**src/hw/rtl/assert_macros.svh**
```systemverilog
// Assertion macros shared by the RTL of the index counter.
`ifndef ASSERT_MACROS_SVH
`define ASSERT_MACROS_SVH

// Generic clocked assertion with an active-low reset.
`define ASSERT_AT(lbl, clk_sig, rst_n_sig, prop, msg) \
	lbl: assert property (@(posedge clk_sig) disable iff (!rst_n_sig) prop) else $error(msg);

// Clocked assertion on the block's own clk and arst_n.
`define ASSERT_CLK(lbl, prop, msg) `ASSERT_AT(lbl, clk, arst_n, prop, msg)

`endif

```
**src/hw/rtl/mdic_pkg.sv**
```systemverilog
// Package: constants, types and register codes of the index counter.
`default_nettype none

package mdic_pkg;

	localparam int NumDims     = 4;
	localparam int HwDims      = 4;
	localparam int SizeBits    = 12;
	localparam int CountW      = 48;
	localparam int CfgIdxW     = 3;
	localparam int ActiveDims  = (NumDims < HwDims) ? NumDims : HwDims;
	localparam int FirstActive = HwDims - ActiveDims;

	typedef logic [SizeBits-1:0] size_t;
	typedef logic [CountW-1:0]   count_t;

	localparam count_t CountMax = '1;

	typedef enum logic [CfgIdxW-1:0] {
		RegSizeDim0  = CfgIdxW'(0),
		RegSizeDim1  = CfgIdxW'(1),
		RegSizeDim2  = CfgIdxW'(2),
		RegSizeDim3  = CfgIdxW'(3),
		RegStepLimit = CfgIdxW'(4),
		RegAutoLimit = CfgIdxW'(5)
	} cfg_reg_t;

	typedef struct packed {
		logic               tok;
		logic [HwDims-1:0]  mask;
		count_t             acc;
		count_t             prod;
	} cell_link_t;

endpackage

`default_nettype wire

```
**src/hw/rtl/mdic_cell.sv**
```systemverilog
// One digit cell: holds a digit, does one Horner and limit step, ripples the carry.
`default_nettype none

module mdic_cell (
	input  wire                   clk,
	input  wire                   arst_n,
	input  mdic_pkg::size_t       size,
	input  wire                   hold,
	input  wire                   adv,
	input  wire                   carry_in,
	output logic                  carry_out,
	input  mdic_pkg::cell_link_t  link_in,
	output mdic_pkg::cell_link_t  link_out,
	output mdic_pkg::size_t       digit
);

	mdic_pkg::size_t   digit_q;
	logic              tok_q;
	logic [mdic_pkg::HwDims-1:0] mask_q;
	mdic_pkg::count_t  acc_q;
	mdic_pkg::count_t  prod_q;

	logic [mdic_pkg::SizeBits:0]                  nxt;
	logic                                         wrap;
	logic [mdic_pkg::CountW+mdic_pkg::SizeBits-1:0] acc_mul;
	logic [mdic_pkg::CountW+mdic_pkg::SizeBits-1:0] prod_mul;
	mdic_pkg::count_t  acc_nxt;
	mdic_pkg::count_t  prod_nxt;

	always_comb begin
		nxt       = {1'b0, digit_q} + 1'b1;
		wrap      = nxt >= {1'b0, size};
		carry_out = carry_in & wrap;
		acc_mul   = link_in.acc * size;
		prod_mul  = link_in.prod * size;
		if (link_in.mask[0]) begin
			acc_nxt = link_in.acc;
		end else begin
			acc_nxt = acc_mul[mdic_pkg::CountW-1:0] + mdic_pkg::CountW'(digit_q);
		end
		if (size == '0) begin
			prod_nxt = link_in.prod;
		end else begin
			prod_nxt = prod_mul[mdic_pkg::CountW-1:0];
		end
	end

	always_ff @(posedge clk or negedge arst_n) begin
		if (!arst_n) begin
			digit_q <= '0;
			tok_q   <= 1'b0;
		end else begin
			if (!hold) begin
				tok_q <= link_in.tok;
			end
			if (adv && carry_in) begin
				digit_q <= wrap ? '0 : nxt[mdic_pkg::SizeBits-1:0];
			end
		end
	end

	always_ff @(posedge clk) begin
		if (link_in.tok && !hold) begin
			mask_q <= link_in.mask >> 1;
			acc_q  <= acc_nxt;
			prod_q <= prod_nxt;
		end
	end

	assign link_out.tok  = tok_q;
	assign link_out.mask = mask_q;
	assign link_out.acc  = acc_q;
	assign link_out.prod = prod_q;
	assign digit         = digit_q;

endmodule

`default_nettype wire

```
**config.mk**
```make
export PLATFORM = sky130hd
export DESIGN_NAME = mdic_cell
export DESIGN_NICKNAME = d
export VERILOG_FILES = /design/src/hw/rtl/assert_macros.svh /design/src/hw/rtl/mdic_pkg.sv /design/src/hw/rtl/mdic_cell.sv
export SDC_FILE = /design/constraint.sdc
export NUM_CORES = 2
export LEC_CHECK = 0
export BUFFER_PORTS_ARGS = -buffer_cell sky130_fd_sc_hd__buf_4
export CORE_MARGIN = 2
export CORE_UTILIZATION = 60
export CTS_CLUSTER_DIAMETER = 60
export DETAILED_ROUTE_END_ITERATION = 16
export PLACE_DENSITY = 0.81
export SLEW_MARGIN = 20
export SYNTH_ARGS = -nofsm -noshare
export SYNTH_HDL_FRONTEND = slang
export SYNTH_SLANG_ARGS = --single-unit
```
**constraint.sdc**
```tcl
create_clock -name clk -period 5.65 [get_ports clk]
set_clock_uncertainty 0.05 [all_clocks]
set_input_delay 0.8475 -clock clk [delete_from_list [all_inputs] [get_ports clk]]
set_output_delay 0.8475 -clock clk [all_outputs]
set_load 0.01 [all_outputs]
```
==> out/qor.yml <==
run_status:
  status: "finished, violations left"
  violations: "negative setup slack"
placed_design:
  io_buffers: 230
  placed_area_mm2: 0.0419
  place_congestion: 0.926
  hpwl_um: 83000
floorplan:
  initial_core_util_pct: 60.7
  die_x_um: 248
  core_area_mm2: 0.0590
  io_pins: 232
  die_h_um: 248
  core.rowCount: 89
  die-area_mm2: 0.0617
finish:
  nets: 5897
  drive_above_1_share_pct: 28.0
  final_cell_area_mm2: 0.0468
  area_growth_syn_to_layout_pct: 30.6
  fill_cells: 3380
timing:
  max_freq_mhz: 161
  fin_crit_sh_pct: 110
  fin_setup_tns_ps: -18370
  setup_slack_ps: -551
  setup_violations: 57
  hold_viol: 0
  slew_violations: 0
  period_needed_ps: 6200
  maxSlewHeadroom_pct: 20.1
  tightestPinTransition_ps: 1200
  rsz0062_at_grt: "true"
  hold_slack_ps: 185
setup_path:
  endpoint_kind: "register"
  worstSetupStartpointType: "input port"
  cpLargestDelayFamily: "adder cells"
  critPathSlowestCell: "fa_1"
  rr_startpoint: "digit[7]$_DFFE_PN0P_"
  path_class: "input port to register"
  slowest_delay_ps: 560
  worst_path_most_repeated_cell: "fa_1"
  crit_buf_inv: 7
  worst-r2r-setup-slack_ps: 260
  arrival_ps: 6290
  reg2reg_to: "acc_q[39]$_DFFE_PP_"
  cp_data_required_time_ps: 5740
  path_cells: "bufbuf_16, buf_8, nand2_4, fa_1, fa_1, inv_2, fa_1, fa_1, inv_2, fa_1, inv_2, ha_4, a21o_1, buf_4, a211oi_2, o211ai_1, a31oi_1, buf_4, a21oi_4, o31ai_4, nand2b_1, xnor2_1, o21ai_1"
  path_max_fanout: 5
  rr_worst_depth: 22
synthesis:
  synthFlopType: "edfxtp_1"
  ys_warn_count: 0
  synth_async_sr_flop_share_pct: 11.6
  syn_avg_cell_area_um2: 8.66
  yosysUniqueCellTypes: 74
  synth-edff-count: 99
  synth.top_cell.area_share_pct: 45.2
  ys_seq_area_share_pct: 9.21
  syn_inst: 4134
  synth_area_leaders: "fa_1 45%, inv_1 9.9%, nand2_1 9.0%"
  synth_seq_cells: 112
  synth_fp_nets: 5243
  syn_area_mm2: 0.0358
  synth_area_leader_cell: "fa_1"
global_route:
  grt_start_max_net_pins: 91
  grt_pass1_wl_um: 181000
  grt.total_usage_pct: 38.5
  antenna_found_initial: 8
  grt.overflow.total: 0
  grt_pass1_vias: 34686
route:
  vias: 32699
  antenna_left: 0
  drt_iter0_markers: 3321
  drc: 0
  drt_pre_antenna_iters: 9
  viasPerCell: 5.87
  drt-total-wl_um: 124000
  wire_per_inst_um: 22.4
clock_network:
  cts_max_level: 3
  root_buffer: "clkbuf_16"
  cts.path.max_buffers: 2
  cts_made_buffers: 9
  postCtsHoldBufs: 0
  clkTransAtPathRegs_ps: 110
  cts_tree: "done"
  clock_sinks: 112
  insertion_delay_ps: 430
worst_hold_path:
  min_path_type: "input port to async pin"
flow_run:
  cap_violations: 0
worst register-to-register path: stages (launching register included):
cell and delay (ps):
dfrtp_1 410, inv_1 140, fa_1 570, inv_2 40
fa_1 520, inv_2 40, fa_1 470, fa_1 550
inv_2 60, ha_4 290, o21ai_4 70, o211ai_1 270
nand4_1 170, buf_6 170, a211oi_4 250, nor3_4 60
buf_12 150, buf_6 120, a21boi_4 180, o21ai_2 110
a21oi_2 180, mux2i_1 220, nor2_1 70
metal layers:
metal	vias up	routed length [µm]	global-route usage [%]
met3	839	13700	9.28
li1	13487	-	-
met4	14	10900	24.1
met1	16129	39800	44.3
met2	2230	59900	65.0
met5	-	98	0
area by class of cell:
| type | count | area [µm²] | area share, % |
|---|---|---|---|
| well taps | 773 | 967 | 2.07 |
| diodes | 1 | 2.50 | 0.00535 |
| multi-input cells | 2840 | 30300 | 64.9 |
| clock inverters | 7 | 98.8 | 0.211 |
| inverters | 948 | 3560 | 7.61 |
| flip-flops and latches | 112 | 3300 | 7.05 |
| repair buffers | 877 | 8280 | 17.7 |
| clock buffers | 9 | 225 | 0.482 |
Yosys cell counts (4+ instances only):
cell type / instances
nand2b_1: 14
clkbuf_1: 226
mux2_2: 6
o21a_1: 11
o21ai_0: 95
o22ai_1: 5
a21oi_1: 107
a211oi_1: 14
xor2_1: 48
edfxtp_1: 99
o211ai_1: 10
nor4_1: 6
nand2_1: 861
nor2b_1: 9
nand3_1: 27
and3_1: 15
o31ai_1: 8
ha_1: 183
nand4_1: 8
a21o_1: 48
o21ai_1: 20
o21bai_1: 9
fa_1: 808
a31oi_1: 5
inv_1: 948
xnor2_1: 76
a211o_1: 4
nor3_1: 9
nor2_1: 66
and2_1: 304
dfrtp_1: 13
nor3b_1: 5
kinds of logic after synthesis:
| logic type | synth area share, % |
|---|---|
| AND/OR/NAND/NOR | 16.8 |
| flip-flops | 9.21 |
| AO/OA/AOI/OAI | 6.65 |
| adder cells (fa/ha/maj) | 51.5 |
| XOR/XNOR | 3.03 |
| multiplexers | 0.272 |
| other | 0.0105 |
| buffers and inverters | 12.5 |
how the worst max path moves through the flow:
stage	slack, ps	endpoint	start	cells after the start
6_report	-550	acc_q[42]$_DFFE_PP_	size[4]	23
5_1_grt	-720	acc_q[42]$_DFFE_PP_	size[4]	22
4_1_cts	-380	acc_q[46]$_DFFE_PP_	size[7]	24
3_5_place_dp	-1280	acc_q[47]$_DFFE_PP_	size[3]	23
3_3_place_gp	-1210	acc_q[47]$_DFFE_PP_	size[6]	24
2_1_floorplan	-630	prod_q[47]$_DFFE_PP_	size[8]	24
sequential cells by signal, summed over array words and instances (netlist names):
register  cells
mask_q        3
tok_q         1
acc_q        48
digit        12
prod_q       48
what timing repair did:
action,CTS,global route
gates resized for setup,331,372
buffers inserted,73,64
setup endpoints to repair,63,67
endpoints found under the hold margin,0,0
pin swaps,187,265
cloned,25,5
stage by stage:
step / utilization, % / cells / setup slack (ps)
5_1_grt: 79.2 / 5567 / -716
3_5_place_dp: 71.1 / 5408 / -1280
3_3_place_gp: 71.1 / 5408 / -1210
4_1_cts: 76.2 / 5517 / -381
2_1_floorplan: - / 4134 / -629
6_report: 79.2 / 5567 / -551
placed cells by master, fill, tap and decap left out, drive strengths merged, types with 10 or more instances in the layout:
cell,Yosys,layout
o21a,11,11
and3,15,15
ha,183,183
and2,305,305
o21ai,115,115
edfxtp,99,99
dfrtp,13,13
fa,808,808
inv,948,953
nand3,28,28
a21oi,108,108
clkbuf,226,15
nand2,862,862
xor2,48,48
a211oi,15,15
nor2,66,66
o211ai,10,10
buf,8,864
a21o,48,48
nand2b,14,14
xnor2,76,76
Power is left out: the tool's default activity adds up to more than one toggle a clock period on the data nets, which glitch-free logic cannot reach.
