## config.mk

```make
export PLATFORM = sky130hd
export DESIGN_NAME = mdic_cfg
export DESIGN_NICKNAME = d
export VERILOG_FILES = /design/src/hw/rtl/assert_macros.svh /design/src/hw/rtl/mdic_pkg.sv /design/src/hw/rtl/mdic_cfg.sv
export SDC_FILE = /design/constraint.sdc
export NUM_CORES = 1
export LEC_CHECK = 0
export BUFFER_PORTS_ARGS = -buffer_cell sky130_fd_sc_hd__buf_2
export CAP_MARGIN = 20
export CORE_AREA = 2 2 105 87
export DETAILED_ROUTE_END_ITERATION = 8
export DIE_AREA = 0 0 107 89
export GPL_ROUTABILITY_DRIVEN = 0
export HOLD_SLACK_MARGIN = 0.02
export PLACE_DENSITY_LB_ADDON = 0.05
export SLEW_MARGIN = 20
export SYNTH_ARGS = -nofsm -noshare
export SYNTH_HDL_FRONTEND = slang
export SYNTH_SLANG_ARGS = --single-unit
```

## constraint.sdc

```tcl
create_clock -name clk -period 0.8 [get_ports clk]
set_input_delay 0.2 -clock clk [delete_from_list [all_inputs] [get_ports clk]]
set_output_delay 0.2 -clock clk [all_outputs]
set_load 0.02 [all_outputs]
```

## src/hw/rtl/assert_macros.svh

```systemverilog
// Assertion macros shared by the RTL of the index counter.
`ifndef ASSERT_MACROS_SVH
`define ASSERT_MACROS_SVH

// Generic clocked assertion with an active-low reset.
`define ASSERT_AT(lbl, clk_sig, rst_n_sig, prop, msg) \
	lbl: assert property (@(posedge clk_sig) disable iff (!rst_n_sig) prop) else $error(msg);

// Clocked assertion on the block's own clk and arst_n.
`define ASSERT_CLK(lbl, prop, msg) `ASSERT_AT(lbl, clk, arst_n, prop, msg)

`endif

```

## src/hw/rtl/mdic_pkg.sv

```systemverilog
// Package: constants, types and register codes of the index counter.
`default_nettype none

package mdic_pkg;

	localparam int NumDims     = 4;
	localparam int HwDims      = 4;
	localparam int SizeBits    = 12;
	localparam int CountW      = 48;
	localparam int CfgIdxW     = 3;
	localparam int ActiveDims  = (NumDims < HwDims) ? NumDims : HwDims;
	localparam int FirstActive = HwDims - ActiveDims;

	typedef logic [SizeBits-1:0] size_t;
	typedef logic [CountW-1:0]   count_t;

	localparam count_t CountMax = '1;

	typedef enum logic [CfgIdxW-1:0] {
		RegSizeDim0  = CfgIdxW'(0),
		RegSizeDim1  = CfgIdxW'(1),
		RegSizeDim2  = CfgIdxW'(2),
		RegSizeDim3  = CfgIdxW'(3),
		RegStepLimit = CfgIdxW'(4),
		RegAutoLimit = CfgIdxW'(5)
	} cfg_reg_t;

	typedef struct packed {
		logic               tok;
		logic [HwDims-1:0]  mask;
		count_t             acc;
		count_t             prod;
	} cell_link_t;

endpackage

`default_nettype wire

```

## src/hw/rtl/mdic_cfg.sv

```systemverilog
// Configuration registers: dimension sizes, step limit and auto-limit mode.
`default_nettype none

module mdic_cfg (
	input  wire                           clk,
	input  wire                           arst_n,
	input  wire                           cfg_wr_en,
	input  wire [mdic_pkg::CfgIdxW-1:0]   cfg_index,
	input  wire [mdic_pkg::CountW-1:0]    cfg_wr_data,
	output mdic_pkg::size_t               size [mdic_pkg::HwDims],
	output mdic_pkg::count_t              step_limit,
	output logic                          auto_limit
);

	mdic_pkg::size_t   size_q [mdic_pkg::HwDims];
	mdic_pkg::count_t  step_limit_q;
	logic              auto_limit_q;

	always_ff @(posedge clk or negedge arst_n) begin
		if (!arst_n) begin
			for (int d = 0; d < mdic_pkg::HwDims; d++) begin
				size_q[d] <= mdic_pkg::SizeBits'(1);
			end
			step_limit_q <= mdic_pkg::CountW'(1);
			auto_limit_q <= 1'b1;
		end else if (cfg_wr_en) begin
			unique case (mdic_pkg::cfg_reg_t'(cfg_index))
				mdic_pkg::RegSizeDim0:  size_q[0] <= cfg_wr_data[mdic_pkg::SizeBits-1:0];
				mdic_pkg::RegSizeDim1:  size_q[1] <= cfg_wr_data[mdic_pkg::SizeBits-1:0];
				mdic_pkg::RegSizeDim2:  size_q[2] <= cfg_wr_data[mdic_pkg::SizeBits-1:0];
				mdic_pkg::RegSizeDim3:  size_q[3] <= cfg_wr_data[mdic_pkg::SizeBits-1:0];
				mdic_pkg::RegStepLimit: step_limit_q <= cfg_wr_data;
				mdic_pkg::RegAutoLimit: auto_limit_q <= cfg_wr_data[0];
				default: ;
			endcase
		end
	end

	assign size       = size_q;
	assign step_limit = step_limit_q;
	assign auto_limit = auto_limit_q;

endmodule

`default_nettype wire

```

==> results of run 1 <==
-- cell usage in the layout, fill, tap and decap left out, types with 3 or more instances in the layout --
cell type  netlist  routed
buf_12           0      14
and4bb_4         0       3
clkbuf_16        0       3
mux2_4          20      96
buf_2            5      48
buf_6            3     117
buf_8            0       6
buf_4            1      51
dfstp_2          6       6
buf_16           0       3
clkbuf_8         0       9
dfrtp_1         91      91
-- cells in the mapped netlist --
| master | n |
|---|---|
| mux2_4 | 20 |
| buf_4 | 1 |
| nor4b_2 | 1 |
| and4bb_2 | 2 |
| buf_2 | 5 |
| mux2_2 | 77 |
| and4bb_1 | 1 |
| buf_6 | 3 |
| dfstp_2 | 6 |
| nand4b_1 | 2 |
| dfrtp_1 | 91 |
-- flip-flops by register name, indices dropped and copies added, names as in the netlist --
signal	count
step_limit	48
auto_limit	1
size	48
-- layer usage --
| metal | track usage [%] | vias to the layer above | wire length [um] |
|---|---|---|---|
| met5 | 0 | - | 0 |
| met4 | 4.96 | 0 | 184 |
| met3 | 5.69 | 16 | 673 |
| met2 | 36.4 | 112 | 5680 |
| met1 | 29.7 | 1428 | 4970 |
| li1 | - | 1229 | - |
-- path summary, 6_finish.rpt --
kind	slack, ns	depth (start not counted)	from	to
max	-0.45	1	size[24]	size[24]
min	0.07	2	cfg_wr_data[21]	step_limit[21]
max reg2reg	-0.26	3	step_limit[28]	step_limit[28]
min reg2reg	0.54	1	step_limit[38]	step_limit[38]
max in group asynchronous	0.07	3	arst_n	size[35]
min in group asynchronous	0.42	3	arst_n	step_limit[24]
-- per-stage QoR --
stage,instance area (um2),setup WS [ns]
3_5_place_dp,4900,-0.675
3_3_place_gp,4900,-0.630
4_1_cts,6410,-0.437
5_1_grt,6790,-0.468
6_report,6790,-0.446
2_1_floorplan,3910,-0.416
-- layout make-up --
class / instances / area [um2] / area share (%)
Clock inverter: 6 / 67.6 / 0.995
Clock buffer: 10 / 128 / 1.88
Multi-Input combinational cell: 103 / 1540 / 22.7
Sequential cell: 97 / 2430 / 35.9
Timing Repair Buffer: 243 / 2480 / 36.5
Tap cell: 112 / 140 / 2.06
-- report_power, final --
| group | total, mW | switching (mW) | internal (mW) |
|---|---|---|---|
| sequential | 6.93 | 0.891 | 6.04 |
| clock | 3.17 | 1.71 | 1.46 |
| combinational | 7.29 | 2.79 | 4.50 |
-- cells by family after synthesis --
logic type | after synthesis | share of synthesized area (%)
simple gates | 6 | 1.87
buf+inv | 9 | 1.77
mux | 97 | 31.2
flops | 97 | 65.1
-- what timing repair did --
action                                  4_1_cts  5_1_grt
hold endpoints to repair                     91        0
hold buffers                                  1        0
buffers inserted                             39       47
endpoints found under the setup margin      193      192
pin swaps                                     3        5
resized for setup                           252       35
gates cloned                                  6        3
==> key figures, run 1 <==
Run status
  – Status: finished, violations left
  – Failing checks: negative setup slack

Logic synthesis
  – Yosys reg bits: 97
  – Synth top area share: 60.9%
  – Post-synthesis net count: 263
  – Syn avg cell area: 17.9 um2
  – Synthesized area: 3740 um2
  – Yosys warns: 0
  – Post-Syn Instances: 209
  – Yosys cell types: 11
  – Ranking of synthesized cells by area: dfrtp_1 (61%), mux2_2 (23%), mux2_4 (8.0%), dfstp_2 (4.2%), buf_6 (0.90%)
  – Yosys top cell by area: dfrtp_1
  – Sequential-to-total area share from yosys stat: 65.1%

Floorplan
  – Core Box Area: 8370 um2
  – Chip width: 107 um
  – Row count: 30
  – Die ar.: 9520 um2
  – I/O pin count: 151
  – Chip height: 89 um
  – Initial Util: 44.7%

STA
  – Final cycle utilization of the critical path: 156%
  – Setup tns final: -51.85 ns
  – Final Hold Fails: 0
  – Slew margin rel.: 80.9%
  – Tmin final: 1.25 ns
  – Max Slew Vio Count: 0
  – Final setup margin: -0.446 ns
  – Hold WS: 0.0702 ns
  – Skew final: 0 ns
  – Least-Margin Pin Slew: 0.287 ns
  – # setup viols final: 193
  – RSZ-0062 raised after global routing: true
  – Fmax: 803 MHz

Clock tree
  – TritonCTS Sinks: 97
  – CTS tree: done
  – Worst-path clk slew: 0.10 ns
  – Clk_lat worst skew: 0.35 ns
  – Total CTS buffers: 9
  – H-tree Lvls: 3
  – Clk buf depth: 2
  – Root Driver: clkbuf_8

Final layout
  – Fill count: 464
  – Share of cells above drive strength 1: 79.3%
  – Post-route insts no fill: 571
  – Util after Layout: 81.1%
  – Final net count: 508
  – N_diodes: 0
  – Area Overhead vs Synth: 81.7%

Critical path
  – Worst EP required: 0.60 ns
  – Max stage delay on crit path: 0.57 ns
  – Critical path arrival: 1.05 ns
  – Maximum net fanout on the critical path: 2
  – Critical Path Slowest Stage Cell: dfstp_2
  – Worst path buffer plus inverter count: 1
  – Critical path cell sequence: buf_6
  – Crit start category: register
  – WS Path Type: register to output port
  – CP endpoint kind: output port
  – Family with the most delay on the worst path: flip-flops

Global routing
  – Largest net degree at the start of global routing: 29
  – GRT Residual Overflow: 0
  – Tot GR Track Use: 22.0%
  – Initial antenna violation count: 0
  – Vias in the first global route: 2,846
  – First-pass GRT wire length: 15.8 mm

Power
  – Power Dens Cells: 2560 nW/um2
  – P_leak: 3.36 nW
  – Pwr Total: 17.4 mW
  – Max IR drop VDD: 1.67 mV

Placement
  – Placed cells: 475
  – Post-DP HPWL: 5.95 mm
  – Port Buffer Count: 150

Detailed routing
  – Routed length per instance: 20.1 um
  – Routed vias: 2,785
  – Final wirelength: 11.5 mm
  – Vias per cell: 4.88
  – # DRC: 0
  – DR iter-0 viols: 88
  – TritonRoute pass-1 iters: 4
  – Antenna viol nets, final: 0

Hold path
  – Hold Crit Class: input port to register

Run
  – Max-cap violations: 0
No activity file was read; power rests on OpenSTA's default activity.
==> run 2: changes to the inputs <==
--- a/config.mk
+++ b/config.mk
@@ -7,13 +7,13 @@
 export LEC_CHECK = 0
 export BUFFER_PORTS_ARGS = -buffer_cell sky130_fd_sc_hd__buf_2
 export CAP_MARGIN = 20
-export CORE_AREA = 2 2 105 87
+export CORE_AREA = 2 2 128 105
 export DETAILED_ROUTE_END_ITERATION = 8
-export DIE_AREA = 0 0 107 89
+export DIE_AREA = 0 0 130 107
 export GPL_ROUTABILITY_DRIVEN = 0
 export HOLD_SLACK_MARGIN = 0.02
 export PLACE_DENSITY_LB_ADDON = 0.05
-export SLEW_MARGIN = 20
+export SLEW_MARGIN = 40
 export SYNTH_ARGS = -nofsm -noshare
 export SYNTH_HDL_FRONTEND = slang
 export SYNTH_SLANG_ARGS = --single-unit
==> constraint.sdc (replaced) <==
create_clock -name clk -period 0.8 [get_ports clk]
set_input_delay 0.2 -clock clk [delete_from_list [all_inputs] [get_ports clk]]
set_output_delay 0.2 -clock clk [all_outputs]
set_load 0.1 [all_outputs]
==> run 2 against run 1 <==
Against the previous run: the flow still finishes with violations (negative setup slack); combinational power increased by 110%; final cell count up 4.7%; hold slack improved by 0.015 ns; critical path depth stayed put; non-clock buffer count shrank 36; register-to-register slack improved by 0.05 ns; global-route usage decreased by 5.3 points; routed wire length shrank 4.0%; largest cell class unchanged; largest power group unchanged.
==> key figures, run 2 (synthesis results as in run 1) <==
Power
  – Pwr Total: 27.7 mW
  – Max IR drop VDD: 1.56 mV
  – Power Dens Cells: 3550 nW/um2
  – P_leak: 3.40 nW

Final layout
  – Most common cell after layout, fill and taps aside: buf_12
  – Area Overhead vs Synth: 109%
  – N_diodes: 0
  – Commonest non-fill, non-tap cells in the layout: buf_12 (110), mux2_4 (96), dfrtp_4 (91)
  – Fill count: 912
  – Share of cells above drive strength 1: 99.3%
  – Final net count: 472

Critical path
  – WS Path Type: register to output port
  – Crit start category: register
  – Max stage delay on crit path: 0.64 ns
  – Critical path cell sequence: buf_12
  – Critical path arrival: 1.15 ns
  – Family with the most delay on the worst path: flip-flops
  – Critical Path Slowest Stage Cell: dfstp_4
  – CP endpoint kind: output port
  – Maximum net fanout on the critical path: 2
  – Worst path buffer plus inverter count: 1
  – Worst EP required: 0.60 ns

STA
  – Final setup margin: -0.553 ns
  – Fmax: 739 MHz
  – Tmin final: 1.35 ns
  – Least-Margin Pin Slew: 0.264 ns
  – Final cycle utilization of the critical path: 169%
  – # setup viols final: 194
  – RSZ-0062 raised after global routing: true
  – Max Slew Vio Count: 0
  – Setup tns final: -63.39 ns
  – Final Hold Fails: 0
  – Slew margin rel.: 82.3%
  – Skew final: 0 ns

Floorplan
  – Chip height: 107 um
  – Core Box Area: 12,600 um2
  – I/O pin count: 151
  – Chip width: 130 um
  – Initial Util: 29.6%
  – Die ar.: 13,900 um2
  – Row count: 37

Global routing
  – Tot GR Track Use: 16.7%
  – First-pass GRT wire length: 17.4 mm
  – GRT Residual Overflow: 0
  – Initial antenna violation count: 0
  – Vias in the first global route: 2,862
  – Largest net degree at the start of global routing: 31

Clock tree
  – Clk buf depth: 2
  – H-tree Lvls: 3
  – Clk_lat worst skew: 0.33 ns
  – CTS tree: done
  – Total CTS buffers: 9
  – Root Driver: clkbuf_16
  – TritonCTS Sinks: 97
  – Worst-path clk slew: 0.08 ns

Run
  – Max-cap violations: 0

Run status
  – Failing checks: negative setup slack
  – Status: finished, violations left

Detailed routing
  – TritonRoute pass-1 iters: 4
  – Vias per cell: 4.25
  – Routed length per instance: 18.5 um
  – Antenna viol nets, final: 0
  – Routed vias: 2,541
  – DR iter-0 viols: 101
  – # DRC: 0
  – Final wirelength: 11.0 mm

Hold path
  – Hold Crit Class: input port to register

Placement
  – Port Buffer Count: 150
  – Post-DP HPWL: 7.48 mm
==> run 2: cell count changes in the layout (fill, tap and decap cells not counted), moves of 2 or more <==
cell	previous run	this run
buf_4	51	21
buf_6	117	20
buf_12	14	110
clkbuf_16	3	9
dfstp_2	6	0
dfrtp_1	91	0
clkbuf_8	9	0
dfrtp_4	0	91
dfstp_4	0	6
inv_6	1	3
buf_8	6	3
==> run 2: cell type report <==
cell class / instances / area [um2] / area share [%]
clock buffers: 9 / 225 / 2.88
clock inverters: 7 / 51.3 / 0.657
multi-input cells: 103 / 1540 / 19.8
flip-flops and latches: 97 / 2800 / 35.8
well taps: 175 / 219 / 2.80
repair buffers: 207 / 2970 / 38.0
==> run 2: worst paths after layout <==
path / start / to / slack (ns) / cells past startpoint
hold reg to reg: size[32] / size[32] / 0.59 / 1
max in group asynchronous: arst_n / size[30] / 0.09 / 3
min in group asynchronous: arst_n / size[37] / 0.26 / 2
setup / recovery: step_limit[0] / step_limit[0] / -0.55 / 1
setup reg to reg: step_limit[40] / step_limit[40] / -0.21 / 2
hold / removal: cfg_wr_data[32] / step_limit[32] / 0.09 / 2
==> run 2: power by group <==
| part | switching, mW | internal (mW) |
|---|---|---|
| Clock | 1.97 | 2.13 |
| Combinational | 9.40 | 6.20 |
| Sequential | 1.25 | 6.76 |
==> run 2: routing by layer <==
layer	global-route usage [%]	wire [um]	part of all wire, %	vias to the layer above
li1	-	-	-	1156
met1	22.9	4820	44	1298
met2	26.0	5420	49	78
met3	5.59	688	6.2	9
met4	3.46	116	1.1	0
met5	0	0	0	-
==> run 2: timing repair <==
item / in CTS / in global routing
endpoints found under the hold margin: 94 / 0
setup endpoints to repair: 194 / 194
gates cloned: 6 / 0
setup buffers: 18 / 22
hold buffers: 1 / 0
gates resized for setup: 79 / 14
pin swaps: 5 / 3
==> run 2: per-stage QoR <==
stage	cells	area (um2)	util [%]	hold slack [ns]	setup WS [ns]
after floorplan	209	4280	-	-0.0956	-0.416
after global placement	545	6840	54.1	0.0739	-0.606
after detailed placement	545	6840	54.1	0.0744	-0.634
after CTS	586	7750	61.3	0.0715	-0.570
after global routing	598	7810	61.8	0.0759	-0.583
final	598	7810	61.8	0.0850	-0.553
==> run 3: changes to the inputs <==
==> constraint.sdc (replaced) <==
create_clock -name clk -period 1.5 [get_ports clk]
set_input_delay 0.3 -clock clk [delete_from_list [all_inputs] [get_ports clk]]
set_output_delay 0.3 -clock clk [all_outputs]
set_load 0.1 [all_outputs]
==> run 3 against run 2 <==
Against the previous run: the flow now finishes without violations; critical path depth unchanged; highest routed layer unchanged; clock power down 40%; sequential power down 56%; first-iteration DRC count down 33%; sequential share of layout area up 10 points; largest power group unchanged; clock skew unchanged; combinational power down 62%; worst setup slack better by 0.62 ns.
==> key figures, run 3 (synthesis results as in run 1) <==
STA
  – # setup viols final: 0
  – Final cycle utilization of the critical path: 95.4%
  – Setup tns final: 0 ns
  – Skew final: 0 ns
  – Slew margin rel.: 66.4%
  – Max Slew Vio Count: 0
  – Fmax: 699 MHz
  – Tmin final: 1.43 ns
  – RSZ-0062 raised after global routing: false
  – Final Hold Fails: 0
  – Least-Margin Pin Slew: 0.507 ns

Detailed routing
  – Antenna viol nets, final: 0
  – Vias per cell: 4.26
  – Final wirelength: 8.85 mm
  – TritonRoute pass-1 iters: 4
  – DR iter-0 viols: 68
  – Routed vias: 2,360
  – # DRC: 0
  – Routed length per instance: 16.0 um

Final layout
  – Fill count: 1,213
  – Most common cell after layout, fill and taps aside: buf_2
  – Area Overhead vs Synth: 41.3%
  – Post-route insts no fill: 554
  – Commonest non-fill, non-tap cells in the layout: buf_2 (143), dfrtp_1 (91), mux2_2 (77)
  – Share of cells above drive strength 1: 75.2%
  – N_diodes: 0
  – Final net count: 429

Floorplan
  – Row count: 37
  – Initial Util: 29.6%
  – I/O pin count: 151
  – Core Box Area: 12,600 um2
  – Chip height: 107 um
  – Die ar.: 13,900 um2
  – Chip width: 130 um

Critical path
  – Critical path cell sequence: buf_2
  – CP endpoint kind: output port
  – Family with the most delay on the worst path: buffers and inverters
  – Critical path arrival: 1.13 ns
  – Max stage delay on crit path: 0.44 ns
  – WS Path Type: register to output port
  – Maximum net fanout on the critical path: 2
  – Worst EP required: 1.20 ns
  – Worst path buffer plus inverter count: 1
  – Crit start category: register
  – Critical Path Slowest Stage Cell: buf_2

Clock tree
  – Worst-path clk slew: 0.07 ns
  – Total CTS buffers: 9
  – TritonCTS Sinks: 97
  – H-tree Lvls: 3
  – Post-CTS Setup Inserts: 0
  – Clk buf depth: 2
  – Root Driver: clkbuf_16
  – Clk_lat worst skew: 0.33 ns
  – CTS tree: done

Global routing
  – Largest net degree at the start of global routing: 41
  – Tot GR Track Use: 13.1%
  – Vias in the first global route: 2,458
  – First-pass GRT wire length: 13.7 mm
  – GRT Residual Overflow: 0
  – Initial antenna violation count: 0

Placement
  – Post-DP HPWL: 6.27 mm
  – Placed cells: 538
  – Port Buffer Count: 150

Run status
  – Status: complete, no violations

Power
  – Power Dens Cells: 2260 nW/um2
  – Max IR drop VDD: 0.928 mV
  – P_leak: 2.52 nW

Run
  – Max-cap violations: 0

Hold path
  – Hold Crit Class: input port to register
run 3: cell types whose count changed in the layout (fill, tap and decap cells not counted), sizes merged:
cell / before / now
clkinvlp: 2 / 0
bufinv: 0 / 2
buf: 205 / 163
inv: 3 / 1
run 3: final cells by class:
class                           count  area, um2  share of cell area, %
Sequential cell                    97       2430                   46.1
Multi-Input combinational cell    103       1250                   23.6
Timing Repair Buffer              164       1060                   20.1
Clock buffer                       10        239                   4.52
Tap cell                          175        219                   4.15
Clock inverter                      5       78.8                   1.49
run 3: report_power, final:
group	internal, mW	switching (mW)	total, mW
Sequential	3.22	0.297	3.52
Combinational	1.08	4.90	5.98
Clock	1.50	0.951	2.45
run 3: per-stage QoR:
step                instance area [um2]  utilization [%]  hold WS, ns  setup slack, ns  power [mW]
global placement                   4950             39.2        0.241          -0.0349        9.56
CTS                                5280             41.8        0.176           0.0487        12.1
floorplan                          3740                -      0.00441            0.171        8.45
finish                             5280             41.8        0.191           0.0692        11.9
global route                       5280             41.8        0.171           0.0169        12.4
detailed placement                 4950             39.2        0.242          -0.0733        9.59
run 3: timing repair:
| action | 4_1_cts | 5_1_grt |
|---|---|---|
| hold buffers | 1 | 0 |
| resized for setup | 0 | 0 |
| hold endpoints to repair | 17 | 0 |
run 3: final timing paths:
check | startpoint | depth (start not counted) | endpoint | slack [ns]
min in group asynchronous | arst_n | 2 | size[11] | 0.42
worst max-delay path | step_limit[7] | 1 | step_limit[7] | 0.07
worst max register to register | step_limit[31] | 1 | step_limit[31] | 0.73
max in group asynchronous | arst_n | 3 | size[40] | 0.54
worst min-delay path | cfg_wr_data[46] | 2 | step_limit[46] | 0.19
worst min register to register | size[2] | 1 | size[2] | 0.50
run 3: metal layers:
| metal | share of wire, % | track usage [%] | vias up |
|---|---|---|---|
| li1 | - | - | 1080 |
| met1 | 44 | 16.6 | 1186 |
| met2 | 48 | 21.6 | 84 |
| met3 | 6.5 | 4.24 | 10 |
| met4 | 1.1 | 3.69 | 0 |
| met5 | 0 | 0 | - |
